**src/hdl/fls_pkg.sv**
```systemverilog
// ============================================================================
// fls_pkg: shared types and constants of the field line tracer.
// Holds the word formats, the sequencer state type, the request and
// register codes, and the fixed-point constants.
// ============================================================================
package fls_pkg;

    // Fixed-point format of positions, intensities and step lengths.
    localparam int FRAC_BITS       = 16;
    // Default number of charge cells in the ring.
    localparam int MAX_CHARGES_DEF = 16;
    // Most vertices one line can emit.
    localparam int MAX_VERTICES    = 64;

    // Dividend width of the shared divider: it covers the charge term,
    // the unit vector term and the step move.
    localparam int DIV_W = (32 + FRAC_BITS > 48) ? 32 + FRAC_BITS : 48;
    // Divisor width of the shared divider.
    localparam int DIV_V = 32;
    // Radicand width of the shared square root unit.
    localparam int SQ_W  = 64;

    // Request codes of the input word.
    localparam logic [1:0] REQ_LOAD  = 2'd0;
    localparam logic [1:0] REQ_TRACE = 2'd1;
    localparam logic [1:0] REQ_CLEAR = 2'd2;

    // Configuration register indexes.
    localparam logic [2:0] CFG_CHARGE_COUNT = 3'd0;
    localparam logic [2:0] CFG_STEP_LENGTH  = 3'd1;
    localparam logic [2:0] CFG_RADIUS       = 3'd2;
    localparam logic [2:0] CFG_PIECES       = 3'd3;
    localparam logic [2:0] CFG_MAX_SEGMENTS = 3'd4;

    // Input word.
    typedef struct packed {
        logic [1:0]         req_type;
        logic [3:0]         charge_slot;
        logic signed [31:0] pos_x;
        logic signed [31:0] pos_y;
        logic signed [15:0] charge_amount;
        logic [11:0]        line_id;
    } in_t;

    // Output word, one per vertex.
    typedef struct packed {
        logic [11:0]        out_line_id;
        logic [5:0]         vertex_index;
        logic signed [31:0] vertex_x;
        logic signed [31:0] vertex_y;
        logic [31:0]        intensity;
        logic [31:0]        peak_so_far;
        logic               ended_in_sink;
        logic               last;
    } out_t;

    // One stored charge, as held by a ring cell.
    typedef struct packed {
        logic signed [31:0] x;
        logic signed [31:0] y;
        logic signed [15:0] amt;
    } charge_t;

    // Status of a multi-cycle arithmetic unit.
    typedef struct packed {
        logic busy;
        logic done;
    } unit_stat_t;

    // Trace sequencer states.
    typedef enum logic [4:0] {
        ST_IDLE,
        ST_R2,
        ST_STEP,
        ST_SUB,
        ST_SQX,
        ST_SQY,
        ST_SUM,
        ST_CHK,
        ST_ROOT,
        ST_DIVM,
        ST_DIVUX,
        ST_MULX,
        ST_ACCX,
        ST_DIVUY,
        ST_MULY,
        ST_ACCY,
        ST_NEXT,
        ST_ALIGN,
        ST_LEN,
        ST_LSQX,
        ST_LSQY,
        ST_LSUM,
        ST_LROOT,
        ST_MOVX,
        ST_MDIVX,
        ST_MOVY,
        ST_MDIVY,
        ST_VERT,
        ST_SINK,
        ST_EMIT,
        ST_ADV,
        ST_FLUSH
    } state_t;

endpackage

```
**src/hdl/fls_div.sv**
```systemverilog
// ============================================================================
// fls_div: unsigned restoring divider.
// Produces one quotient bit per cycle; the quotient holds after done.
// ============================================================================
module fls_div
    import fls_pkg::*;
#(
    parameter int DW = DIV_W,
    parameter int VW = DIV_V
)
(
    input  logic          clk,
    input  logic          rst_n,
    input  logic          start,
    input  logic [DW-1:0] dividend,
    input  logic [VW-1:0] divisor,
    output logic [DW-1:0] quotient,
    output unit_stat_t    stat
);

    localparam int CW = $clog2(DW + 1);

    logic [DW-1:0] quo_reg;
    logic [VW-1:0] rem_reg;
    logic [VW-1:0] dvs_reg;
    logic [CW-1:0] cnt_reg;
    logic          busy_reg;
    logic          done_reg;
    logic [VW:0]   rem_sh;
    logic          ge;

    // One restoring step: shift in the next dividend bit and try a subtract.
    assign rem_sh = {rem_reg, quo_reg[DW-1]};
    assign ge     = rem_sh >= {1'b0, dvs_reg};

    // Control.
    always_ff @(posedge clk or negedge rst_n)
    begin
        if (!rst_n)
        begin
            busy_reg <= 1'b0;
            done_reg <= 1'b0;
            cnt_reg  <= '0;
        end
        else
        begin
            done_reg <= busy_reg && (cnt_reg == CW'(1));
            if (start)
            begin
                busy_reg <= 1'b1;
                cnt_reg  <= CW'(DW);
            end
            else if (busy_reg)
            begin
                cnt_reg <= cnt_reg - CW'(1);
                if (cnt_reg == CW'(1))
                begin
                    busy_reg <= 1'b0;
                end
            end
        end
    end

    // Datapath.
    always_ff @(posedge clk)
    begin
        if (start)
        begin
            quo_reg <= dividend;
            rem_reg <= '0;
            dvs_reg <= divisor;
        end
        else if (busy_reg)
        begin
            quo_reg <= {quo_reg[DW-2:0], ge};
            rem_reg <= ge ? VW'(rem_sh - {1'b0, dvs_reg}) : VW'(rem_sh);
        end
    end

    assign quotient  = quo_reg;
    assign stat.busy = busy_reg;
    assign stat.done = done_reg;

endmodule

```
**config.mk**
```make
export PLATFORM = sky130hd
export DESIGN_NAME = fls_div
export DESIGN_NICKNAME = d
export VERILOG_FILES = /design/src/hdl/fls_pkg.sv /design/src/hdl/fls_div.sv
export SDC_FILE = /design/constraint.sdc
export NUM_CORES = 1
export LEC_CHECK = 0
export BUFFER_PORTS_ARGS = -buffer_cell sky130_fd_sc_hd__buf_2
export CORE_AREA = 4 4 102 143
export CTS_BUF_LIST = sky130_fd_sc_hd__clkbuf_8
export DETAILED_ROUTE_END_ITERATION = 8
export DIE_AREA = 0 0 106 147
export GPL_TIMING_DRIVEN = 0
export PLACE_DENSITY = 0.78
export SYNTH_ARGS = -nofsm -noshare
export SYNTH_HDL_FRONTEND = slang
export SYNTH_SLANG_ARGS = --single-unit
```
**constraint.sdc**
```tcl
create_clock -name clk -period 2.9 [get_ports clk]
set_clock_uncertainty 0.15 [all_clocks]
set_input_delay 0.145 -clock clk [delete_from_list [all_inputs] [get_ports clk]]
set_output_delay 0.145 -clock clk [all_outputs]
set_load 0.02 [all_outputs]
```
---- Yosys cells after proc, flatten, opt, wreduce, memory -nomap -nowiden ----
Index checks and enable logic that the tools add are counted.
operators by class
  reductions and logical operators ........ 2
  mux-type cells .......................... 8
  equal/unequal tests ..................... 1
  $add $sub $neg .......................... 2
  order comparisons ....................... 1
operators by type and width
  cell                                              number
  two-way mux 48 bit                                2
  >= comparator 33 x 32 -> 1 bit                    1
  two-way mux 32 bit                                1
  subtractor 32 bit                                 1
  two-way mux 6 bit                                 2
  == test 6 x 1 -> 1 bit, second input constant     1
  subtractor 6 x 1 -> 6 bit, second input constant  1
  two-way mux 1 bit                                 3
  nonzero test 2 bit                                1
  logical AND 1 bit                                 1
storage, ports and cells
  output and inout bits ................... 50
  bits of input ports ..................... 83
  word-level logic and storage cells ...... 20
  register bits after elaboration ......... 120

---- Depth between registers and ports, before layout ----
  depth in word-level cells ............... 4
  gate-level depth with buffers ........... 14
  depth with buffers taken out ............ 12

---- Least setup slack after synthesis ----
No wires, ideal clock.
  path kind ............................... reg2reg
  start point ............................. reg quo_reg[47] (netlist: quotient[47])
  end point ............................... reg rem_reg[28]
  path buffers ............................ 0
  arrival ................................. 2.806 ns
  data required time ...................... 2.659 ns
  cell stages (with the launch flop) ...... 13
  slack ................................... -0.147 ns
  library setup time ...................... 0.091 ns
  clock period less this slack ............ 3.047 ns
  cells stage by stage .................... edfxtp_1 > inv_1 > ha_1 > fa_1 > nor2b_1 > o31ai_2 > a21oi_1 > a21oi_1 > o211ai_1 > a31oi_1 > o21bai_1 > mux2_2 > a311oi_1
on the way
  longest elaborated chain between the ends .. 2
  elaborated cells on any way between the ends .. 3
  classes of those cells .................. add/sub: 1; order compare: 1; mux: 1
ends and longest elaborated chain
  element                                                              line                          source
  from (decl)                                                          fls_div.sv:23                 logic [DW-1:0] quo_reg;
  from (signal assigned)                                               fls_div.sv:69                 quo_reg <= dividend;
  from (signal assigned)                                               fls_div.sv:75                 quo_reg <= {quo_reg[DW-2:0], ge};
  subtractor 32 bit or >= comparator 33 x 32 -> 1 bit (tied branches)  fls_div.sv:76, fls_div.sv:34
  two-way mux 32 bit (*)                                               fls_div.sv:76                 rem_reg <= ge ? VW'(rem_sh - {1'b0, dvs_reg}) : VW'(rem_sh);
  to (signal assigned)                                                 fls_div.sv:76
  to (decl)                                                            fls_div.sv:24                 logic [VW-1:0] rem_reg;
Every way passes the cells marked *; elsewhere a longest branch is shown, timed or not.
A chain may end at the register's enable or synchronous reset.

---- Worst setup path in the final report ----
  start point ............................. reg dvs_reg[1]
  end point ............................... reg rem_reg[28]
on the way
  longest elaborated chain between the ends .. 2
  elaborated cells on any way between the ends .. 3
  classes of those cells .................. add/sub: 1; order compare: 1; mux: 1
ends and longest elaborated chain
  element                                                              line                          source
  from (decl)                                                          fls_div.sv:25                 logic [VW-1:0] dvs_reg;
  from (signal assigned)                                               fls_div.sv:71                 dvs_reg <= divisor;
  subtractor 32 bit or >= comparator 33 x 32 -> 1 bit (tied branches)  fls_div.sv:76, fls_div.sv:34
  two-way mux 32 bit (*)                                               fls_div.sv:76
Marked as above.

==> impl_metrics.py <==
metrics = {
    "global_routing": {
        "grt_usage_pct": 26.9,
        "antenna_found_initial": 0,
        "grt_pass1_wl_um": 32900,
        "grt_overflow": 0,
        "grt_pass1_vias": 6539,
        "grt_max_degree": 49,
    },
    "clocking": {
        "h-tree-depth": 4,
        "cts_tree": "built",
        "clkLatencyLatePin_ps": 470,
        "cts-root-buf": "clkbuf_8",
        "clk_pin_slew_worst_paths_ps": 80,
        "clockBufferDepth": 2,
        "cts.sinks": 120,
        "cts_inserted_buffers": 17,
    },
    "sta": {
        "rsz0062_at_grt": "yes",
        "final-max-slew-violation-count": 0,
        "relSlewSlack_pct": 47.0,
        "final-setup-viol-count": 15,
        "clock.fmax_mhz": 329,
        "fin_crit_sh_pct": 105,
        "fin_crit_ps": 3040,
        "worstMarginPinSlew_ps": 796,
        "setup_slack_ps": -137,
        "hold_viol_final": 0,
    },
    "logic_synthesis": {
        "syn_nets": 748,
        "yosysSeqAreaShare_pct": 47.6,
        "ys_ff_latch": 120,
        "async_reset_ff_share_pct": 6.67,
        "syn-cell-area_mm2": 0.00682,
        "syn-mean-instance-area_um2": 10.8,
        "synthCells": 630,
        "synth_top_area_share_pct": 35.2,
        "synth_area_leaders": "edfxtp_1, dfxtp_1, mux2_2",
        "ys_types": 68,
        "synth_flop_cell": "edfxtp_1",
        "synth_top_area_cell": "edfxtp_1",
        "synth_common_cells": "edfxtp_1, nor2_1, mux2_2, a21oi_1, inv_1",
        "synth_edf_count": 80,
        "ys.warnings.count": 0,
        "yosysMostFrequentCell": "edfxtp_1",
    },
    "pwr": {
        "power.density_mw_per_mm2": 910,
        "ir_drop_v": 0.000377,
        "totalPowerFinal_uw": 8890,
        "power.leakage_uw": 0.00419,
    },
    "setup_path": {
        "ff2ff_path_depth": 13,
        "slowest_stage": "a2111oi_4",
        "worstSetupPathType": "reg -> reg",
        "critPathCaptureType": "register",
        "crit_arrival_ps": 3210,
        "max_stage_delay_ps": 430,
        "worstPathMaxFanout": 4,
        "crit_chain": "inv_2 > ha_4 > nor2b_4 > o211ai_1 > a21boi_2 > o311ai_4 > a2111oi_4 > nor3_4 > buf_6 > buf_4 > mux2_4 > mux2i_1 > a311oi_2",
        "required_ps": 3070,
        "worstSetupStartpointType": "register",
    },
    "route": {
        "first_pass_iters": 6,
        "drt_iter0_drc": 383,
        "ant_nets": 0,
        "routed-via-count": 6327,
        "vias_per_cell": 5.87,
        "drc_errors": 0,
        "wl_per_cell_um": 20.1,
        "wirelength_um": 21700,
    },
    "hold_path": {
        "min_path_type": "in -> reg",
        "hold-path-cell-count": 1,
    },
    "floorplanning": {
        "rows": 50,
        "io_pins": 133,
        "core_mm2": 0.0133,
        "start_util_pct": 51.4,
        "die_h_um": 147,
        "die_w_um": 106,
        "dieArea_mm2": 0.0156,
    },
    "finish": {
        "instances_no_fill": 1077,
        "layout-drive-gt1-share_pct": 38.5,
        "nNetsFinal": 1000,
        "largest_reg_flops": 48,
        "n_antenna_cell": 0,
        "syn_to_final_growth_pct": 43.2,
    },
    "flow_run": {
        "maxCapViolCount": 0,
    },
    "status": {
        "violations": "negative setup slack",
        "status": "complete, but fails checks",
    },
    "place": {
        "dp_hpwl_um": 13000,
        "place_congestion": 0.954,
        "portBuffers": 132,
        "post-place-cells": 944,
    },
}
==> kinds of logic after synthesis <==
family	after synthesis	synth area share, %
fa+ha+maj	35	6.53
flops	120	47.6
buf+inv	76	4.75
compound gates	151	15.8
simple gates	154	11.1
mux	67	10.8
xor+xnor	27	3.47
==> report_power, final <==
| part | internal [uW] | total (uW) | switching (uW) |
|---|---|---|---|
| Combinational | 2350 | 4900 | 2550 |
| Sequential | 2180 | 2500 | 322 |
| Clock | 748 | 1490 | 738 |
| Total | 5280 | 8890 | 3610 |
==> placed cells by master, fill, tap and decap left out, drive strengths merged, types with 5 or more instances in the layout <==
cell | Yosys | routed
ha | 34 | 34
nand2 | 36 | 36
nand4 | 5 | 5
a211oi | 27 | 27
xor2 | 10 | 10
inv | 42 | 47
xnor2 | 17 | 17
nand3 | 7 | 7
o21ai | 13 | 13
edfxtp | 80 | 80
dlygate4sd3 | 0 | 82
nand2b | 6 | 6
a21o | 21 | 21
dfxtp | 32 | 32
nor2b | 7 | 7
buf | 11 | 164
nor3 | 13 | 13
and2 | 6 | 6
a21oi | 42 | 42
mux2 | 53 | 53
o21a | 8 | 8
dfrtp | 8 | 8
nor2 | 57 | 57
clkbuf | 21 | 36
mux2i | 14 | 14
clkinv | 2 | 8
o21bai | 5 | 5
nor4 | 6 | 6
o211ai | 6 | 6
==> cell type report <==
| class | instances | area, um^2 |
|---|---|---|
| Clock inverter | 15 | 140 |
| Inverter | 44 | 173 |
| Multi-Input combinational cell | 434 | 3810 |
| Fill cell | 885 | 3490 |
| Buffer | 27 | 195 |
| Timing Repair Buffer | 238 | 1740 |
| Tap cell | 182 | 228 |
| Sequential cell | 120 | 3250 |
| Clock buffer | 17 | 234 |
==> stage by stage <==
step / cell area (um^2) / utilization (%) / worst slack, ps / TNS [ps] / hold slack [ps]
after CTS: 9170 / 69.2 / -70.8 / -472 / 184
after global placement: 7720 / 58.2 / -341 / -20470 / -158
after detailed placement: 7720 / 58.2 / -495 / -28830 / -151
final: 9770 / 73.7 / -137 / -586 / 164
after global routing: 9770 / 73.7 / -261 / -3190 / 192
after floorplan: 6830 / - / -11.7 / -11.7 / -301
==> worst max-delay path, delay by kind of cell, from the launching register on <==
family,cells,cell delay [ps]
compound gates,5,1030
buf+inv,3,340
fa+ha+maj,1,270
flops,1,400
mux,2,470
simple gates,2,210
==> path summary, 6_finish.rpt <==
kind,startpoint,endpoint,slack [ps]
max,dvs_reg[1]$_DFFE_PP_,rem_reg[28]$_SDFFE_PP0P_,-140
min,start,dvs_reg[0]$_DFFE_PP_,160
max reg2reg,dvs_reg[1]$_DFFE_PP_,rem_reg[28]$_SDFFE_PP0P_,-140
min reg2reg,rem_reg[22]$_SDFFE_PP0P_,rem_reg[22]$_SDFFE_PP0P_,360
max in group asynchronous,rst_n,cnt_reg[3]$_DFFE_PN0P_,1800
min in group asynchronous,rst_n,busy_reg$_DFF_PN0_,530
==> what timing repair did <==
action	CTS	global route
cloned	1	3
resized for setup	34	112
buffers inserted	11	9
hold buffers	82	0
endpoints found under the setup margin	54	81
endpoints found under the hold margin	88	0
pin swaps	21	50
==> per-layer routing <==
metal	up-vias	track usage [%]	wire length (um)
met4	0	14.0	1150
met3	108	7.91	1810
met5	-	0	0
met2	389	47.7	11000
met1	3007	28.7	7760
li1	2823	-	-
(Power assumes the default switching activity.)
