**src/hdl/fls_pkg.sv**
```systemverilog
// ============================================================================
// fls_pkg: shared types and constants of the field line tracer.
// Holds the word formats, the sequencer state type, the request and
// register codes, and the fixed-point constants.
// ============================================================================
package fls_pkg;

    // Fixed-point format of positions, intensities and step lengths.
    localparam int FRAC_BITS       = 16;
    // Default number of charge cells in the ring.
    localparam int MAX_CHARGES_DEF = 16;
    // Most vertices one line can emit.
    localparam int MAX_VERTICES    = 64;

    // Dividend width of the shared divider: it covers the charge term,
    // the unit vector term and the step move.
    localparam int DIV_W = (32 + FRAC_BITS > 48) ? 32 + FRAC_BITS : 48;
    // Divisor width of the shared divider.
    localparam int DIV_V = 32;
    // Radicand width of the shared square root unit.
    localparam int SQ_W  = 64;

    // Request codes of the input word.
    localparam logic [1:0] REQ_LOAD  = 2'd0;
    localparam logic [1:0] REQ_TRACE = 2'd1;
    localparam logic [1:0] REQ_CLEAR = 2'd2;

    // Configuration register indexes.
    localparam logic [2:0] CFG_CHARGE_COUNT = 3'd0;
    localparam logic [2:0] CFG_STEP_LENGTH  = 3'd1;
    localparam logic [2:0] CFG_RADIUS       = 3'd2;
    localparam logic [2:0] CFG_PIECES       = 3'd3;
    localparam logic [2:0] CFG_MAX_SEGMENTS = 3'd4;

    // Input word.
    typedef struct packed {
        logic [1:0]         req_type;
        logic [3:0]         charge_slot;
        logic signed [31:0] pos_x;
        logic signed [31:0] pos_y;
        logic signed [15:0] charge_amount;
        logic [11:0]        line_id;
    } in_t;

    // Output word, one per vertex.
    typedef struct packed {
        logic [11:0]        out_line_id;
        logic [5:0]         vertex_index;
        logic signed [31:0] vertex_x;
        logic signed [31:0] vertex_y;
        logic [31:0]        intensity;
        logic [31:0]        peak_so_far;
        logic               ended_in_sink;
        logic               last;
    } out_t;

    // One stored charge, as held by a ring cell.
    typedef struct packed {
        logic signed [31:0] x;
        logic signed [31:0] y;
        logic signed [15:0] amt;
    } charge_t;

    // Status of a multi-cycle arithmetic unit.
    typedef struct packed {
        logic busy;
        logic done;
    } unit_stat_t;

    // Trace sequencer states.
    typedef enum logic [4:0] {
        ST_IDLE,
        ST_R2,
        ST_STEP,
        ST_SUB,
        ST_SQX,
        ST_SQY,
        ST_SUM,
        ST_CHK,
        ST_ROOT,
        ST_DIVM,
        ST_DIVUX,
        ST_MULX,
        ST_ACCX,
        ST_DIVUY,
        ST_MULY,
        ST_ACCY,
        ST_NEXT,
        ST_ALIGN,
        ST_LEN,
        ST_LSQX,
        ST_LSQY,
        ST_LSUM,
        ST_LROOT,
        ST_MOVX,
        ST_MDIVX,
        ST_MOVY,
        ST_MDIVY,
        ST_VERT,
        ST_SINK,
        ST_EMIT,
        ST_ADV,
        ST_FLUSH
    } state_t;

endpackage

```
**src/hdl/fls_cell.sv**
```systemverilog
// ============================================================================
// fls_cell: one cell of the charge ring.
// Holds one charge; it takes a new charge from a load or from its neighbor
// when the ring rotates.
// ============================================================================
module fls_cell
    import fls_pkg::*;
(
    input  logic    clk,
    input  logic    load,
    input  charge_t load_data,
    input  logic    shift,
    input  charge_t neighbor,
    output charge_t q
);

    charge_t q_reg;

    // Load has priority; loads only happen while the ring is at rest.
    always_ff @(posedge clk)
    begin
        if (load)
        begin
            q_reg <= load_data;
        end
        else if (shift)
        begin
            q_reg <= neighbor;
        end
    end

    assign q = q_reg;

endmodule

```
**config.mk**
```make
export PLATFORM = sky130hd
export DESIGN_NAME = fls_cell
export DESIGN_NICKNAME = d
export VERILOG_FILES = /design/src/hdl/fls_pkg.sv /design/src/hdl/fls_cell.sv
export SDC_FILE = /design/constraint.sdc
export NUM_CORES = 1
export LEC_CHECK = 0
export ABC_AREA = 1
export BUFFER_PORTS_ARGS = -buffer_cell sky130_fd_sc_hd__buf_2
export CORE_ASPECT_RATIO = 1.25
export CORE_MARGIN = 1
export CORE_UTILIZATION = 25
export DETAILED_ROUTE_END_ITERATION = 6
export GPL_TIMING_DRIVEN = 0
export PLACE_DENSITY = 0.54
export RECOVER_POWER = 25
export SLEW_MARGIN = 25
export SYNTH_ARGS = -nofsm -noshare
export SYNTH_HDL_FRONTEND = slang
export SYNTH_SLANG_ARGS = --single-unit
```
**constraint.sdc**
```tcl
create_clock -name clk -period 3.3 [get_ports clk]
set_input_delay 0.33 -clock clk [delete_from_list [all_inputs] [get_ports clk]]
set_output_delay 0.33 -clock clk [all_outputs]
set_load 0.02 [all_outputs]
```
* Word-level counts from Yosys, hierarchy flattened *
Index checks and enable logic that the tools add are counted.

storage, ports and cells
  logic and storage cells = 6
  output and inout port bits = 80
  bits of input ports = 163
  flip-flop bits (word level) = 80

operators by class
  reduce and logical (&&, ||, !) cells = 1
  multiplexer cells = 2

operator list
  operator            count
  $mux W80            2
  $reduce_bool A2 Y1  1

* Longest topological paths before layout *
Gate-level depths: netlist of the first run.

  word-level depth = 2
  gate-level depth with buffers = 5
  mapped depth without buffers = 3

* Least setup slack after synthesis of the first run *
Ideal clock, no wire load.

  path type = input-to-reg
  from = in load
  to = reg q_reg, in the netlist q[0], enable pin
  library setup time = 0.404 ns
  stages = 2
  arrival = 1.473 ns
  required time = 2.896 ns
  path slack = 1.423 ns
  path buffers = 1
  cells stage by stage = buf_6 or2_2

between the ends
  longest elaborated chain between the ends = 1

ends and longest elaborated chain
  item                                 line            RTL
  start: declaration                   fls_cell.sv:10  input logic load,
  $reduce_bool A2 Y1 (no source line)  -
  end signal: assignment               fls_cell.sv:24  q_reg <= load_data;
  end signal: assignment               fls_cell.sv:28  q_reg <= neighbor;
  end: declaration                     fls_cell.sv:17  charge_t q_reg;

No other way between the ends.
A chain may end at the register's enable or synchronous reset.

* Final worst setup path of the first run *
  from = in load
  to = reg q_reg, in the netlist q[73], data pin

between the ends
  longest elaborated chain between the ends = 1

ends and longest elaborated chain
  item      line            RTL
  $mux W80  fls_cell.sv:22  if (load)

No other way between the ends.

==> impl_metrics.yaml, run 1 <==
status:
  outcome: "completed"
critical_path:
  crit_required_ps: 3390
  crit_path_max_fanout: 10
  cpPeakStageDelay_ps: 640
  setup.worst_path.start_class: "input pin"
  cp_cell_sequence: "clkbuf_1, clkinvlp_2, clkbuf_1, nand2_1, nand2_1"
  path_class: "in2reg"
  arrival_ps: 2030
  setup.worst_path.end_class: "register"
  crit_slowest_cell: "clkinvlp_2"
global_route:
  grtUsageTotal_pct: 14.3
  grt_pass1_vias: 3076
  antenna_found_initial: 0
  grt_pass1_wl_mm: 15.2
  grt_max_degree: 42
  grt-ovfl-total: 0
layout:
  drive_gt1_share_pct: 44.9
  antenna_cells: 0
  largest_reg_flops: 80
  fillers: 1374
  stdcell_area_um2: 5140
  final_cells: 768
  post-route-util_pct: 38.5
  synthToLayoutAreaGrowth_pct: 48.5
  final_nets: 755
synth:
  netlist-cell-type-count: 6
  synth_nets: 502
  syn_avg_cell_area_um2: 10.2
  synth_area_um2: 3460
  yosysWarnings: 0
  synth-seq-area-share_pct: 69.4
  syn-instance-count: 339
  ys_ff_latch: 80
timing:
  fin_crit_ps: 1940
  worst_pin_slew_ps: 655
  slew_headroom_pct: 56.4
  hold_viol: 0
  fin_crit_sh_pct: 58.9
  fin_tns_setup_ps: 0
  final-setup-viol-count: 0
  rsz0062_at_grt: "no"
  worst_hold_slack_ps: 264
  finalMaxSlewViolations: 0
  fmax_mhz: 515
drt:
  ant_nets: 0
  vias: 3151
  via_per_inst: 4.10
  wire_per_inst_um: 13.4
  first_pass_iters: 4
  drcViolationCount: 0
  wirelength_mm: 10.3
  drt_iter0_drc: 157
pwr:
  p_leak_nw: 2.68
  vdd_drop_max_uv: 270
  pwr_density_cell_nw_per_um2: 535
floorplanning:
  initial_utilization_pct: 25.9
  ioPinCount: 243
  die_h_um: 134
  rows: 47
  die-area_um2: 14300
  fp.coreArea_um2: 13300
  die_x_um: 107
clocking:
  cts.path.max_buffers: 2
  post_cts_resized: 0
  cts_made_buffers: 9
  cts_root_buffer: "clkbuf_16"
  cts.sinks: 80
  cts_tree: "done"
  cts_setup_buffers: 0
  path_clk_slew_ps: 60
  h-tree-depth: 3
  holdBufCountCts: 0
place:
  io_buffers: 241
  gp_congestion: 0.749
  placed_cells: 752
  dp_hpwl_mm: 7.85
  dpl_cell_area_um2: 4900
min_path:
  hp-class: "in2reg"
run:
  cap_violations: 0
-- cell usage in the layout (no fill, tap or decap) --
cell type	instances
buf_12	1
buf_2	249
buf_6	2
bufinv_16	1
clkbuf_1	9
clkbuf_16	9
clkinv_2	1
clkinvlp_2	1
clkinvlp_4	3
edfxtp_1	80
nand2_1	240
or2_4	1
-- layout make-up --
cell class                      instances  area (um2)  area share [%]
Sequential cell                        80        2400            46.8
Timing Repair Buffer                  242        1230            23.9
Multi-Input combinational cell        241         910            17.7
Clock buffer                           11         233            4.53
Tap cell                              171         214            4.17
Buffer                                 17        88.8            1.73
Clock inverter                          5        57.6            1.12
Inverter                                1        5.00          0.0974
-- kinds of logic after synthesis --
group	Yosys count	share of synthesized area, %
buf+inv	18	4.34
simple gates	241	26.2
flops	80	69.4
-- power breakdown --
part	switching, W	internal [W]
logic	0.000317	0.000182
clock network	0.000390	0.000585
registers	0.0000244	0.00125
-- per-layer routing --
metal | routed length [um] | track usage (%) | vias to the layer above
met4 | 127 | 5.18 | 0
met1 | 4190 | 16.6 | 1384
met3 | 861 | 3.86 | 10
met2 | 5090 | 25.1 | 166
li1 | - | - | 1591
met5 | 0 | 0 | -
-- path summary, 6_finish.rpt --
kind                    startpoint     to  slack [ps]  cells past startpoint
worst min-delay path  neighbor[33]  q[33]         260                      3
worst max-delay path          load  q[73]        1360                      5
-- synthesized netlist by cell type (all sizes together) --
master  number  area [um2]
edfxtp      80        2400
or2          1        6.26
inv          1        8.76
nand2      240         901
buf         17         141
-- critical path: cells and delay by family --
kind	cells	cell delay, ps
buf+inv	3	1500
simple gates	2	190
-- metrics by stage --
stage,setup slack (ps),power [W]
floorplan,1420,0.00156
global placement,925,0.00180
detailed placement,1570,0.00181
CTS,1930,0.00280
global route,1020,0.00287
finish,1360,0.00275
No activity file was read; power rests on OpenSTA's default activity.
==> run 2: changes to the inputs <==
--- a/config.mk
+++ b/config.mk
@@ -5,14 +5,14 @@
 export SDC_FILE = /design/constraint.sdc
 export NUM_CORES = 1
 export LEC_CHECK = 0
-export ABC_AREA = 1
+export ABC_AREA = 0
 export BUFFER_PORTS_ARGS = -buffer_cell sky130_fd_sc_hd__buf_2
 export CORE_ASPECT_RATIO = 1.25
 export CORE_MARGIN = 1
 export CORE_UTILIZATION = 25
 export DETAILED_ROUTE_END_ITERATION = 6
 export GPL_TIMING_DRIVEN = 0
-export PLACE_DENSITY = 0.54
+export PLACE_DENSITY = 0.55
 export RECOVER_POWER = 25
 export SLEW_MARGIN = 25
 export SYNTH_ARGS = -nofsm -noshare
==> constraint.sdc (replaced) <==
create_clock -name clk -period 1.7 [get_ports clk]
set_input_delay 0.17 -clock clk [delete_from_list [all_inputs] [get_ports clk]]
set_output_delay 0.17 -clock clk [all_outputs]
set_load 0.02 [all_outputs]
==> impl_metrics.yaml, run 2 <==
timing:
  hold_viol: 0
  fin_crit_sh_pct: 75.2
  worst_hold_slack_ps: 113
  slew_headroom_pct: 49.3
  finalMaxSlewViolations: 0
  rsz0062_at_grt: "no"
  fmax_mhz: 782
  worst_pin_slew_ps: 761
  final-setup-viol-count: 0
  fin_crit_ps: 1280
global_route:
  grt_max_degree: 44
  antenna_found_initial: 0
  grt_pass1_vias: 2798
  grtUsageTotal_pct: 11.7
  grt_pass1_wl_mm: 13.7
  grt-ovfl-total: 0
synth:
  synth.area.top_cells: "edfxtp_1, mux2_4, buf_12"
  synth-edff-count: 80
  synth_common_cells: "edfxtp_1, mux2_4, buf_12"
  synth_top_family_by_area: "multiplexers"
  synth_area_um2: 3780
  synth_top_area_share_pct: 63.6
  synth-simple-area-share_pct: 0.166
  synth-seq-area-share_pct: 63.6
  async_flop_share_pct: 0
  syn_avg_cell_area_um2: 22.2
  synth_nets: 333
  synthAdderAreaFrac_pct: 0
  synth_compound_area_share_pct: 0
  yosysTopAreaCell: "edfxtp_1"
  ys_ff_latch: 80
  syn-instance-count: 170
  netlist-cell-type-count: 6
  synthMuxAreaShare_pct: 31.7
  yosysWarnings: 0
  yosysMostFrequentCell: "edfxtp_1"
  synth-xor-area-share_pct: 0
  ys.flop_type: "edfxtp_1"
drt:
  vias: 2470
  wire_per_inst_um: 14.7
  ant_nets: 0
  wirelength_mm: 8.88
  drt_iter0_drc: 88
  first_pass_iters: 6
  via_per_inst: 4.08
  drcViolationCount: 17
layout:
  multi_input_area_um2: 1010
  final-seq-area_um2: 2400
  post-route-util_pct: 35.9
  largest_reg_flops: 80
  stdcell_area_um2: 5240
  layout_common_cells: "buf_2, edfxtp_1, mux2_1"
  synthToLayoutAreaGrowth_pct: 38.7
  drive_gt1_share_pct: 67.0
  layout_commonest_cell: "buf_2"
  final_nets: 586
  fillers: 1461
  antenna_cells: 0
place:
  dp_hpwl_mm: 6.79
  gp_congestion: 0.704
  dpl_cell_area_um2: 5230
  io_buffers: 241
floorplanning:
  rows: 49
  die-area_um2: 15600
  die_h_um: 139
  fp.coreArea_um2: 14600
  initial_utilization_pct: 25.9
  ioPinCount: 243
  die_x_um: 112
clocking:
  cts_made_buffers: 9
  path_clk_slew_ps: 60
  cts_root_buffer: "clkbuf_16"
  cts_setup_buffers: 0
  cts.sinks: 80
  cts_tree: "done"
  post_cts_resized: 0
  cts.path.max_buffers: 2
  holdBufCountCts: 0
  h-tree-depth: 3
critical_path:
  crit_required_ps: 1720
  setup.worst_path.end_class: "register"
  crit_path_max_fanout: 43
  setup.worst_path.start_class: "input pin"
  path_class: "in2reg"
  arrival_ps: 1300
min_path:
  hp-class: "in2reg"
status:
  outcome: "complete, but fails checks"
  violations: "DRC"
pwr:
  p_leak_nw: 2.39
  pwr_density_cell_nw_per_um2: 1040
  vdd_drop_max_uv: 340
run:
  cap_violations: 0
-- run 2: cell types whose count changed after synthesis, sizes merged --
cell   delta
nand2   -240
buf       -8
mux2     +80
inv       -1
-- run 2: critical path: stages --
cell	delay, ps
buf_6	150
buf_12	150
or2_4	470
buf_12	320
-- run 2: cell type report --
class	count	share of cell area (%)
well taps	178	4.25
multi-input cells	81	19.3
flip-flops and latches	80	45.9
clock inverters	5	1.39
plain buffers	9	1.41
repair buffers	242	23.4
clock buffers	10	4.37
-- run 2: per-stage QoR --
stage               setup TNS (ps)  cells  setup slack [ps]  total power [W]
CTS                              0    605               280          0.00566
detailed placement           -3800    590             -93.9          0.00362
global placement            -14870    589              -191          0.00360
floorplan                        0    170               153          0.00317
global route                     0    605               323          0.00568
finish                           0    605               421          0.00544
-- run 2: logic make-up (layout without fill, tap and decap cells) --
family / after synthesis / after routing
buffers and inverters: 9 / 266
flip-flops: 80 / 80
multiplexers: 80 / 80
AND/OR/NAND/NOR: 1 / 1
-- run 2: power breakdown --
group / total, W / switching (W) / leakage [nW] / internal, W
clock: 0.00200 / 0.000737 / 0.147 / 0.00127
sequential: 0.00247 / 0.0000453 / 0.815 / 0.00242
combinational: 0.000970 / 0.000544 / 1.43 / 0.000426
-- run 2: layer usage --
layer	wire [um]	global-route usage, %	vias to the layer above
met5	0	0	-
met4	241	7.44	0
met3	788	3.92	15
met2	4400	20.6	142
met1	3450	11.9	1138
li1	-	-	1175
-- run 2: path summary, 6_finish.rpt --
path | startpoint | endpoint | slack [ps] | cells past startpoint
setup / recovery | load | q[3] | 420 | 4
hold / removal | neighbor[39] | q[39] | 110 | 2
