===== config.mk =====
export PLATFORM = sky130hd
export DESIGN_NAME = fls_sqrt
export DESIGN_NICKNAME = d
export VERILOG_FILES = /design/src/hdl/fls_pkg.sv /design/src/hdl/fls_sqrt.sv
export SDC_FILE = /design/constraint.sdc
export NUM_CORES = 1
export LEC_CHECK = 0
export BUFFER_PORTS_ARGS = -buffer_cell sky130_fd_sc_hd__clkbuf_2
export CORE_UTILIZATION = 56
export DETAILED_ROUTE_END_ITERATION = 6
export GPL_TIMING_DRIVEN = 0
export PLACE_DENSITY_LB_ADDON = 0.12
export SLEW_MARGIN = 5
export SYNTH_ARGS = -nofsm -noshare
export SYNTH_HDL_FRONTEND = slang
export SYNTH_SLANG_ARGS = --single-unit

===== constraint.sdc =====
create_clock -name clk -period 2.76 [get_ports clk]
set_input_delay 0.276 -clock clk [delete_from_list [all_inputs] [get_ports clk]]
set_output_delay 0.276 -clock clk [all_outputs]
set_load 0.01 [all_outputs]

===== src/hdl/fls_pkg.sv =====
// ============================================================================
// fls_pkg: shared types and constants of the field line tracer.
// Holds the word formats, the sequencer state type, the request and
// register codes, and the fixed-point constants.
// ============================================================================
package fls_pkg;

    // Fixed-point format of positions, intensities and step lengths.
    localparam int FRAC_BITS       = 16;
    // Default number of charge cells in the ring.
    localparam int MAX_CHARGES_DEF = 16;
    // Most vertices one line can emit.
    localparam int MAX_VERTICES    = 64;

    // Dividend width of the shared divider: it covers the charge term,
    // the unit vector term and the step move.
    localparam int DIV_W = (32 + FRAC_BITS > 48) ? 32 + FRAC_BITS : 48;
    // Divisor width of the shared divider.
    localparam int DIV_V = 32;
    // Radicand width of the shared square root unit.
    localparam int SQ_W  = 64;

    // Request codes of the input word.
    localparam logic [1:0] REQ_LOAD  = 2'd0;
    localparam logic [1:0] REQ_TRACE = 2'd1;
    localparam logic [1:0] REQ_CLEAR = 2'd2;

    // Configuration register indexes.
    localparam logic [2:0] CFG_CHARGE_COUNT = 3'd0;
    localparam logic [2:0] CFG_STEP_LENGTH  = 3'd1;
    localparam logic [2:0] CFG_RADIUS       = 3'd2;
    localparam logic [2:0] CFG_PIECES       = 3'd3;
    localparam logic [2:0] CFG_MAX_SEGMENTS = 3'd4;

    // Input word.
    typedef struct packed {
        logic [1:0]         req_type;
        logic [3:0]         charge_slot;
        logic signed [31:0] pos_x;
        logic signed [31:0] pos_y;
        logic signed [15:0] charge_amount;
        logic [11:0]        line_id;
    } in_t;

    // Output word, one per vertex.
    typedef struct packed {
        logic [11:0]        out_line_id;
        logic [5:0]         vertex_index;
        logic signed [31:0] vertex_x;
        logic signed [31:0] vertex_y;
        logic [31:0]        intensity;
        logic [31:0]        peak_so_far;
        logic               ended_in_sink;
        logic               last;
    } out_t;

    // One stored charge, as held by a ring cell.
    typedef struct packed {
        logic signed [31:0] x;
        logic signed [31:0] y;
        logic signed [15:0] amt;
    } charge_t;

    // Status of a multi-cycle arithmetic unit.
    typedef struct packed {
        logic busy;
        logic done;
    } unit_stat_t;

    // Trace sequencer states.
    typedef enum logic [4:0] {
        ST_IDLE,
        ST_R2,
        ST_STEP,
        ST_SUB,
        ST_SQX,
        ST_SQY,
        ST_SUM,
        ST_CHK,
        ST_ROOT,
        ST_DIVM,
        ST_DIVUX,
        ST_MULX,
        ST_ACCX,
        ST_DIVUY,
        ST_MULY,
        ST_ACCY,
        ST_NEXT,
        ST_ALIGN,
        ST_LEN,
        ST_LSQX,
        ST_LSQY,
        ST_LSUM,
        ST_LROOT,
        ST_MOVX,
        ST_MDIVX,
        ST_MOVY,
        ST_MDIVY,
        ST_VERT,
        ST_SINK,
        ST_EMIT,
        ST_ADV,
        ST_FLUSH
    } state_t;

endpackage


===== src/hdl/fls_sqrt.sv =====
// ============================================================================
// fls_sqrt: unsigned floor square root.
// Consumes two radicand bits per cycle and yields one root bit per cycle.
// ============================================================================
module fls_sqrt
    import fls_pkg::*;
#(
    parameter int IW = SQ_W
)
(
    input  logic            clk,
    input  logic            rst_n,
    input  logic            start,
    input  logic [IW-1:0]   radicand,
    output logic [IW/2-1:0] root,
    output unit_stat_t      stat
);

    localparam int OW = IW / 2;
    localparam int CW = $clog2(OW + 1);

    logic [IW-1:0]   val_reg;
    logic [OW+1:0]   rem_reg;
    logic [OW-1:0]   root_reg;
    logic [CW-1:0]   cnt_reg;
    logic            busy_reg;
    logic            done_reg;
    logic [OW+3:0]   rem_sh;
    logic [OW+3:0]   trial;
    logic            ge;

    // Bring down two bits and compare against 4*root+1.
    assign rem_sh = {rem_reg, val_reg[IW-1:IW-2]};
    assign trial  = {2'b00, root_reg, 2'b01};
    assign ge     = rem_sh >= trial;

    // Control.
    always_ff @(posedge clk or negedge rst_n)
    begin
        if (!rst_n)
        begin
            busy_reg <= 1'b0;
            done_reg <= 1'b0;
            cnt_reg  <= '0;
        end
        else
        begin
            done_reg <= busy_reg && (cnt_reg == CW'(1));
            if (start)
            begin
                busy_reg <= 1'b1;
                cnt_reg  <= CW'(OW);
            end
            else if (busy_reg)
            begin
                cnt_reg <= cnt_reg - CW'(1);
                if (cnt_reg == CW'(1))
                begin
                    busy_reg <= 1'b0;
                end
            end
        end
    end

    // Datapath.
    always_ff @(posedge clk)
    begin
        if (start)
        begin
            val_reg  <= radicand;
            rem_reg  <= '0;
            root_reg <= '0;
        end
        else if (busy_reg)
        begin
            val_reg  <= {val_reg[IW-3:0], 2'b00};
            rem_reg  <= ge ? (OW+2)'(rem_sh - trial) : (OW+2)'(rem_sh);
            root_reg <= {root_reg[OW-2:0], ge};
        end
    end

    assign root      = root_reg;
    assign stat.busy = busy_reg;
    assign stat.done = done_reg;

endmodule


# ---- Yosys cells after proc, flatten, opt, wreduce, memory -nomap -nowiden
# Index checks and enable logic that the tools add are counted.
dict set report word_totals {
  reg_bits 138
  latch_bits 0
  ramBits 0
  rom_bits 0
  inputBits 67
  output_inout_bits 34
  wordCells 20
  memories 0
}
dict set report classes {
  n_addsub 2
  multipliers 0
  n_div 0
  magnitude_cmp 1
  eq_ne 1
  n_shift 0
  n_mux 8
  bitwise_logic 0
  reduce_logical 2
}
# op count
set ops {}
lappend ops {{$mux 64} 2}
lappend ops {{$ge 36x34->1} 1}
lappend ops {{$mux 34} 1}
lappend ops {{$sub 34x34->34} 1}
lappend ops {{$mux 6} 2}
lappend ops {{$eq 6x1->1 const B} 1}
lappend ops {{$sub 6x1->6 const B} 1}
lappend ops {{$mux 1} 3}
lappend ops {{$reduce_bool 2->1} 1}
lappend ops {{$logic_and 1x1->1} 1}

# ---- Depth between registers and ports, before layout
# Gate-level depths: netlist of the first run.
dict set report logic_depth {
  depth_word 4
  mapped_depth 14
  ltp_nobuf 11
}

# ---- Worst setup path after synthesis of the first run
# No wires, ideal clock.
dict set report synth_timing {
  kind {reg2reg}
  startpoint {register root_reg[9] (netlist: root[9])}
  endpoint {register rem_reg[26]}
  setup_ns 0.117
  arrival_ns 2.517
  required_ns 2.643
  slack_ns 0.126
  path_stages_with_launch 13
  n_path_buf 1
  synth_period_minus_slack_ns 2.634
  path_cell_list {dfxtp_1 inv_1 ha_1 buf_2 a21oi_1 nor2_1 or4_1 o21ai_2 o41ai_2 a221oi_1 xor2_1 o21ai_1 a22o_1}
}
dict set report synth_via {
  elab_chain_cells 2
  word_cells_on_any_way 3
  cone_classes {add/sub (1); order compare (1); mux (1)}
}
# element line
set synth_rtl {}
lappend synth_rtl {{start: declaration} fls_sqrt.sv:24} ;# logic [OW-1:0] root_reg;
lappend synth_rtl {{start signal: assignment} fls_sqrt.sv:78} ;# root_reg <= {root_reg[OW-2:0], ge};
lappend synth_rtl {{$sub 34x34->34 / $ge 36x34->1 (equally long branches)} {fls_sqrt.sv:77, fls_sqrt.sv:35}}
lappend synth_rtl {{$mux 34 *} fls_sqrt.sv:77} ;# rem_reg <= ge ? (OW+2)'(rem_sh - trial) : (OW+2)'(rem_sh);
lappend synth_rtl {{end signal: assignment} fls_sqrt.sv:77}
lappend synth_rtl {{end: declaration} fls_sqrt.sv:23} ;# logic [OW+1:0] rem_reg;
# Mark *: on every way between the ends. The rest lies on a longest branch, timed or not.
# A chain may end at the register's enable or synchronous reset.

# ---- Final worst setup path of the first run
dict set report layout_timing {
  startpoint {register val_reg[62]}
  endpoint {register rem_reg[25]}
}
dict set report layout_via {
  elab_chain_cells 2
  word_cells_on_any_way 3
  cone_classes {add/sub (1); order compare (1); mux (1)}
}
# element line
set layout_rtl {}
lappend layout_rtl {{start: declaration} fls_sqrt.sv:22} ;# logic [IW-1:0] val_reg;
lappend layout_rtl {{start signal: assignment} fls_sqrt.sv:70} ;# val_reg <= radicand;
lappend layout_rtl {{start signal: assignment} fls_sqrt.sv:76} ;# val_reg <= {val_reg[IW-3:0], 2'b00};
lappend layout_rtl {{$sub 34x34->34 / $ge 36x34->1 (equally long branches)} {fls_sqrt.sv:77, fls_sqrt.sv:35}}
lappend layout_rtl {{$mux 34 *} fls_sqrt.sv:77}
# Marks and branches as above.

==> flow_summary.yaml, run 1 <==
routing:
  viasPerCell: 5.74
  wl_per_cell_um: 18.1
  dr_total_vias: 6065
  drc: 0
  firstDrtPassIters: 6
  antenna_left: 0
  drtIter0Drc: 315
  totalWireLength_mm: 19.1
global_route:
  antenna_found_initial: 0
  grt_use_total: 0.278
  grt_max_degree: 41
  grt_pass1_wl_mm: 30.2
  overflow: 0
  grt_pass1_vias: 6218
sta:
  skew_ps: 9.84
  maxSlewHeadroom: 0.443
  drv_slew: 0
  finalHoldViolations: 0
  fin_crit_ps: 2690
  fmax_mhz: 372
  finalSetupViolCount: 0
  fin_tns_setup_ps: 0
  worstMarginPinSlew_ps: 835
  setup_ws_ps: 71.5
  fin_crit_sh: 0.974
  rsz0062_at_grt: "yes"
  whs_ps: 133
cts:
  cts_buffer_depth: 2
  path_clk_slew_ps: 60
  clock_latency_ps: 430
  cts_root_buffer: "clkbuf_16"
  clock-sinks: 138
  cts_tree: "built"
  cts_max_level: 4
  cts_buffers: 17
yosys:
  syn_area_per_cell_um2: 10.3
  synth.top_cell.area_share: 0.257
  async_flop_share: 0.0580
  synthTopCellsByArea: "edfxtp_1, dfxtp_1, mux2_2"
  synth_nets: 833
  netlist_area_um2: 7490
  synth.most_common_cell: "nor2_1"
  syn_inst: 730
  ys.flop_type: "dfxtp_1"
  synth.distinct_cells: 59
  synth-seq-area-share: 0.460
  synth_commonest_cells: "nor2_1, dfxtp_1, edfxtp_1"
  synth-warning-count: 0
  synth_edf_count: 64
  yosys.area.top_type: "edfxtp_1"
  ys_seq_elements: 138
floorplanning:
  die_w_um: 118
  fp-row-count: 41
  fp.dieH_um: 118
  coreArea_um2: 12800
  die_area_um2: 13800
  initial_core_util: 0.584
  ios: 101
cells_and_area:
  area_growth_pct: 26.3
  post-route-util: 0.737
  stdcell_area_um2: 9460
  largest_reg_flops: 64
  drive_above_1_share: 0.347
  instances_no_fill: 1057
  antenna-diode-count: 0
  nNetsFinal: 975
hold_path:
  worstHoldPathCells: 2
  min_path_type: "in2reg"
  min_to: "val_reg[0]$_SDFFCE_PN0P_"
  min_from: "radicand[0]"
setup_path:
  worstPathArrival_ps: 2970
  cp_top_family: "compound AO/OA/AOI/OAI gates"
  r2r_setup_slack_ps: 70
  reg2reg_to: "rem_reg[25]$_SDFFE_PP0P_"
  worst_setup_path_end_kind: "flip-flop"
  worstSetupPathType: "reg2reg"
  crit_top_cell: "o21ai_0"
  critical_path_buf_inv_count: 4
  reg2reg_depth: 13
  slowest_delay_ps: 430
  startpoint_type: "flip-flop"
  r2r_start: "val_reg[62]$_DFFE_PP_"
  cp.required_ps: 3040
  crit_fanout: 10
  cp_slowest_cell: "edfxtp_1"
  worstPathCellList: "inv_1, ha_1, nand2b_1, a211oi_2, buf_4, o211ai_1, o21ai_0, nand3b_1, a41oi_2, buf_6, buf_8, mux2i_1, o21ai_0"
place:
  post-place-cells: 1003
  port_buffers: 100
  placed_area_um2: 8220
  dp_slack_ps: -211
  gp_congestion: 0.929
  dp_hpwl_mm: 12.8
pwr:
  power.density_nw_per_um2: 1170
  ir_worst_vdd_mv: 0.742
  p_leak_nw: 4.11
  power_mw: 11.1
run_status:
  outcome: "completed"
run:
  maxCapViolations: 0
worst reg2reg max path: stages (launching register included):
cell      delay [ps]
edfxtp_1         430
inv_1            130
ha_1             200
nand2b_1         170
a211oi_2         110
buf_4            150
o211ai_1         160
o21ai_0          100
nand3b_1         220
a41oi_2          230
buf_6            200
buf_8            170
mux2i_1          200
o21ai_0           90
power by group:
group	total [mW]	internal, mW	switching, mW
combinational	5.70	2.67	3.03
clock	2.53	1.63	0.902
sequential	2.84	2.56	0.280
kinds of logic (layout without fill, tap and decap cells):
group           count (synthesis)  in the layout  share of synthesized area
mux                           101            101                      0.145
buf+inv                        85            240                     0.0491
compound gates                163            163                      0.141
fa+ha+maj                      36             36                     0.0602
flops                         138            138                      0.460
simple gates                  173            173                      0.105
xor+xnor                       34             34                     0.0398
layer usage:
metal  vias up  global-route usage  part of all wire
met4         0               0.133             0.037
li1       2914                   -                 -
met5         -                   0                 0
met3        57              0.0751             0.056
met1      2890               0.321              0.41
met2       204               0.476              0.49
cell usage in the layout (no fill, tap or decap), drive strengths merged, types with 8 or more instances in the layout:
cell type  instances
ha                36
dfxtp             66
a211oi            16
a21o              11
dfrtp              8
o21ai             38
inv               48
nand2             43
nor2              84
buf               42
xnor2             18
xor2              16
clkbuf           139
mux2              62
edfxtp            64
mux2i             39
nor3               8
a21oi             53
how the worst max path moves through the flow:
stage | start | end | slack (ps) | cells after the start
2_1_floorplan | root[9]$_SDFFE_PP0P_ | rem_reg[26]$_SDFFE_PP0P_ | 130 | 12
3_3_place_gp | start | val_reg[35]$_DFFE_PP_ | -780 | 5
3_5_place_dp | root[3]$_SDFFE_PP0P_ | rem_reg[26]$_SDFFE_PP0P_ | -210 | 11
4_1_cts | root[23]$_SDFFE_PP0P_ | rem_reg[25]$_SDFFE_PP0P_ | 4 | 12
5_1_grt | root[10]$_SDFFE_PP0P_ | rem_reg[7]$_SDFFE_PP0P_ | -40 | 14
6_report | val_reg[62]$_DFFE_PP_ | rem_reg[25]$_SDFFE_PP0P_ | 70 | 13
area by class of cell:
cell class,instances,area [um2]
plain buffers,37,219
inverters,47,176
clock buffers,21,450
well taps,172,215
repair buffers,124,703
flip-flops and latches,138,3460
clock inverters,11,195
fillers,921,3370
multi-input cells,507,4030
what timing repair did:
action	4_1_cts	5_1_grt
hold endpoints to repair	8	0
pin swaps	8	25
gates resized for setup	34	69
hold buffers	1	0
buffers inserted	11	11
setup endpoints to repair	35	35
(Power assumes the default switching activity.)
==> run 2: changes to the inputs <==
- CORE_ASPECT_RATIO: unset -> 0.8
==> run 2 against run 1 <==
  * Register-to-register slack lost 30 ps
  * Clock power shrank 7%
  * Final area grew 0.77%
  * Critical endpoint unchanged
==> flow_summary.yaml, run 2 (same netlist as run 1, synthesis figures left out) <==
setup_path:
  cp.required_ps: 3050
  setup.worst_path.end: "rem_reg[25]$_SDFFE_PP0P_"
  worstSetupPathType: "reg2reg"
  startpoint_type: "flip-flop"
  worstPathArrival_ps: 3000
  reg2reg_depth: 12
  startpoint: "root[23]$_SDFFE_PP0P_"
  reg2reg_to: "rem_reg[25]$_SDFFE_PP0P_"
  crit_fanout: 8
  r2r_setup_slack_ps: 40
  worst_setup_path_end_kind: "flip-flop"
  r2r_start: "root[23]$_SDFFE_PP0P_"
floorplanning:
  coreArea_um2: 13000
  die_w_um: 131
  fp-row-count: 37
  die_area_um2: 13800
  fp.dieH_um: 105
  initial_core_util: 0.578
  ios: 101
place:
  gp_congestion: 0.905
  post-place-cells: 1006
  placed_area_um2: 8230
  dp_hpwl_mm: 12.8
  port_buffers: 100
pwr:
  intPower_mw: 6.78
  clockPowerShare: 0.210
  switching_share: 0.393
  power.density_nw_per_um2: 1170
  ir_worst_vdd_mv: 0.738
  p_leak_nw: 4.13
  switching_power_mw: 4.39
  power_frac_seq: 0.258
  power_frac_comb: 0.532
routing:
  wl_per_cell_um: 18.0
  totalWireLength_mm: 19.1
  drc: 0
  firstDrtPassIters: 5
  dr_total_vias: 6151
  antenna_left: 0
  drtIter0Drc: 408
  viasPerCell: 5.80
sta:
  fin_crit_ps: 2720
  maxSlewHeadroom: 0.416
  skew_ps: 6.75
  finalSetupViolCount: 0
  drv_slew: 0
  fin_crit_sh: 0.985
  fmax_mhz: 368
  finalHoldViolations: 0
  rsz0062_at_grt: "yes"
  worstMarginPinSlew_ps: 876
cts:
  clock-sinks: 138
  cts_buffer_depth: 2
  cts_max_level: 4
  path_clk_slew_ps: 60
  cts_buffers: 17
  clock_latency_ps: 430
  cts_root_buffer: "clkbuf_16"
  cts_tree: "built"
hold_path:
  min_path_type: "in2reg"
global_route:
  antenna_found_initial: 0
  grt_pass1_vias: 5748
  grt_max_degree: 36
  overflow: 0
  grt_pass1_wl_mm: 28.9
  grt_use_total: 0.269
cells_and_area:
  area_growth_pct: 27.3
  fillers: 940
  layout_common_cells: "clkbuf_2, nor2_1, edfxtp_1"
  antenna-diode-count: 0
  multi_input_area_um2: 4100
  ff_latch_area_um2: 3470
  final_common_cell: "clkbuf_2"
  stdcell_area_um2: 9530
  instances_no_fill: 1061
  nNetsFinal: 976
  drive_above_1_share: 0.357
  largest_reg_flops: 64
run:
  maxCapViolations: 0
run_status:
  outcome: "completed"
[run 2: cell count changes in the layout (fill, tap and decap cells not counted), sizes merged]
| cell | delta |
|---|---|
| clkinvlp | +3 |
| bufinv | -2 |
| clkinv | -1 |
| clkbuf | -1 |
| buf | -1 |
| inv | +3 |
[run 2: area by class of cell]
cell class | count | area share
Tap cell | 175 | 0.0230
Clock buffer | 18 | 0.0450
Clock inverter | 14 | 0.0179
Multi-Input combinational cell | 507 | 0.430
Buffer | 36 | 0.0231
Timing Repair Buffer | 126 | 0.0780
Inverter | 47 | 0.0185
Sequential cell | 138 | 0.364
[run 2: how the worst min path moves through the flow]
stage / startpoint / endpoint / slack, ps / depth (start not counted)
floorplan: rst_n / busy_reg$_DFF_PN0_ / -20 / 0
global placement: rst_n / cnt_reg[4]$_DFFE_PN0P_ / 130 / 1
detailed placement: rst_n / cnt_reg[3]$_DFFE_PN0P_ / 130 / 1
CTS: radicand[0] / val_reg[0]$_SDFFCE_PN0P_ / 120 / 2
global route: radicand[0] / val_reg[0]$_SDFFCE_PN0P_ / 140 / 2
finish: radicand[0] / val_reg[0]$_SDFFCE_PN0P_ / 130 / 2
[run 2: power groups by stage]
stage               Sequential, mW  Combinational [mW]  Clock (mW)
floorplan                     2.76                3.63           0
global placement              2.84                4.46           0
detailed placement            2.85                4.60           0
CTS                           2.83                5.02        2.36
global route                  2.91                6.37        2.45
finish                        2.88                5.95        2.35
[run 2: critical path, cell delays in order (launching register included)]
cell and delay (ps):
dfxtp_2 330, inv_1 40, ha_1 290, buf_6 150, a21o_1 170, a21o_1 180
a221oi_2 240, nand3b_1 190, a41oi_4 340, buf_6 210, buf_12 140, mux2i_1 200
o21ai_0 90
[run 2: through the flow]
step / TNS, ps / setup slack (ps) / power, mW / hold slack (ps) / util
after CTS: -14.7 / -14.7 / 10.2 / 125 / 0.696
after detailed placement: -8980 / -392 / 7.45 / 132 / 0.635
after global routing: -232 / -54.7 / 11.7 / 142 / 0.735
final: 0 / 41.1 / 11.2 / 127 / 0.735
after global placement: -54210 / -696 / 7.30 / 127 / 0.633
after floorplan: 0 / 126 / 6.40 / -19.6 / -
[run 2: layer usage]
| layer | global-route usage | vias to the layer above | part of all wire |
|---|---|---|---|
| met3 | 0.0625 | 30 | 0.072 |
| met1 | 0.373 | 2970 | 0.45 |
| met4 | 0.0855 | 0 | 0.015 |
| met2 | 0.416 | 233 | 0.46 |
| li1 | - | 2918 | - |
| met5 | 0 | - | 0 |
[run 2: what timing repair did]
action,CTS,global route
hold buffers,1,0
pin swaps,11,28
gates cloned,1,2
resized for setup,29,88
endpoints found under the hold margin,8,0
buffers inserted,6,15
endpoints found under the setup margin,35,35
==> run 3: changes to the inputs <==
- PLACE_DENSITY: unset -> 0.89
- PLACE_DENSITY_LB_ADDON: 0.12 -> unset
==> run 3 against run 2 <==
  * Highest routed layer unchanged
  * Global-route usage grew 1.1 points
  * Largest power group unchanged
  * Clock skew is essentially flat
  * The run now ends with negative setup slack left
  * Via count grew 4.3%
  * First-iteration DRC count grew 61%
  * Clock power shrank 7%
==> flow_summary.yaml, run 3 (same netlist as run 1, synthesis figures left out) <==
routing:
  totalWireLength_mm: 20.8
  drtIter0Drc: 658
  dr_total_vias: 6416
  drc: 0
  firstDrtPassIters: 6
  wl_per_cell_um: 19.7
  antenna_left: 0
  viasPerCell: 6.07
sta:
  fin_crit_ps: 2860
  maxSlewHeadroom: 0.455
  whs_ps: 142
  worstMarginPinSlew_ps: 817
  finalSetupViolCount: 14
  fin_tns_setup_ps: -449
  drv_slew: 0
  fin_crit_sh: 1.03
  finalHoldViolations: 0
  fmax_mhz: 350
  skew_ps: 7.04
  rsz0062_at_grt: "yes"
  setup_ws_ps: -96.1
setup_path:
  worstSetupPathType: "reg2reg"
  worstPathArrival_ps: 3170
  worst_setup_path_end_kind: "flip-flop"
  reg2reg_depth: 12
  startpoint_type: "flip-flop"
  crit_fanout: 10
  cp.required_ps: 3080
floorplanning:
  die_area_um2: 13800
  fp.dieH_um: 105
  coreArea_um2: 13000
  ios: 101
  die_w_um: 131
  fp-row-count: 37
  initial_core_util: 0.578
pwr:
  switching_share: 0.417
  power.density_nw_per_um2: 1190
  intPower_mw: 6.52
  power_frac_seq: 0.258
  clockPowerShare: 0.195
  ir_worst_vdd_mv: 0.785
  switching_power_mw: 4.67
  power_mw: 11.2
  power_frac_comb: 0.547
  p_leak_nw: 4.10
place:
  dp_slack_ps: -290
  dp_hpwl_mm: 12.5
  gp_congestion: 0.890
  placed_area_um2: 8230
  port_buffers: 100
global_route:
  grt_max_degree: 43
  grt_pass1_wl_mm: 29.9
  antenna_found_initial: 0
  grt_use_total: 0.279
  grt_pass1_vias: 5969
  overflow: 0
cts:
  cts_buffers: 17
  cts_tree: "built"
  cts_root_buffer: "clkbuf_16"
  clock-sinks: 138
  cts_buffer_depth: 2
  path_clk_slew_ps: 60
  clock_latency_ps: 420
  cts_max_level: 4
cells_and_area:
  stdcell_area_um2: 9430
  largest_reg_flops: 64
  layout_common_cells: "clkbuf_2, nor2_1, edfxtp_1"
  nNetsFinal: 972
  fillers: 858
  antenna-diode-count: 0
  drive_above_1_share: 0.359
  area_growth_pct: 25.9
  final_common_cell: "clkbuf_2"
run:
  maxCapViolations: 0
run_status:
  violations: "negative setup slack"
  outcome: "finished, violations left"
hold_path:
  min_path_type: "in2reg"
  worstHoldPathCells: 2
==> run 3: final cells by class <==
type / count / area [um2] / share of cell area
buffer: 36 / 208 / 0.0220
clock buffer: 17 / 425 / 0.0451
clock inverter: 15 / 131 / 0.0139
inverter: 47 / 176 / 0.0187
multi-input combinational: 507 / 4090 / 0.434
sequential: 138 / 3460 / 0.367
tap: 175 / 219 / 0.0232
timing repair buffer: 122 / 711 / 0.0754
==> run 3: layer usage <==
metal,wire length [um],GRT usage,vias up
met4,754,0.120,0
met2,9750,0.450,417
li1,-,-,2907
met1,8320,0.361,2997
met5,0,0,-
met3,1960,0.0664,95
==> run 3: critical path: stages (launching register included) <==
cell and delay (ps):
dfxtp_1 410, inv_1 60, ha_1 440, nand3_1 200
nor3b_4 280, o211ai_1 140, o21ai_1 110, nand3b_1 180
a41oi_2 180, buf_4 230, nor2_1 130, a21oi_1 70
a211oi_1 300
==> run 3: power by group through the flow <==
stage / Clock (mW) / Sequential, mW / Combinational, mW
2_1_floorplan: 0 / 2.76 / 3.63
3_3_place_gp: 0 / 2.84 / 4.43
3_5_place_dp: 0 / 2.85 / 4.55
4_1_cts: 2.19 / 2.83 / 5.08
5_1_grt: 2.28 / 2.92 / 6.47
6_report: 2.18 / 2.89 / 6.12
==> run 3: what timing repair did <==
item                                   CTS  global route
gates resized for setup                 33            82
setup buffers                            9            11
pin swaps                                9            23
hold buffers                             1             0
setup endpoints to repair               35            35
endpoints found under the hold margin    8             0
cloned                                   0             1
==> run 3: final timing paths <==
path / endpoint / from / slack, ps
worst max-delay path: rem_reg[20]$_SDFFE_PP0P_ / root[12]$_SDFFE_PP0P_ / -100
worst min-delay path: val_reg[0]$_SDFFCE_PN0P_ / radicand[0] / 140
worst max register to register: rem_reg[20]$_SDFFE_PP0P_ / root[12]$_SDFFE_PP0P_ / -100
worst min register to register: rem_reg[33]$_SDFFE_PP0P_ / rem_reg[33]$_SDFFE_PP0P_ / 490
max in group asynchronous: busy_reg$_DFF_PN0_ / rst_n / 2300
min in group asynchronous: done_reg$_DFF_PN0_ / rst_n / 280
==> run 3: metrics by stage <==
| step | instances | util |
|---|---|---|
| after floorplan | 730 | - |
| after global placement | 1005 | 0.633 |
| after detailed placement | 1006 | 0.635 |
| after CTS | 1047 | 0.696 |
| after global routing | 1057 | 0.727 |
| final | 1057 | 0.727 |
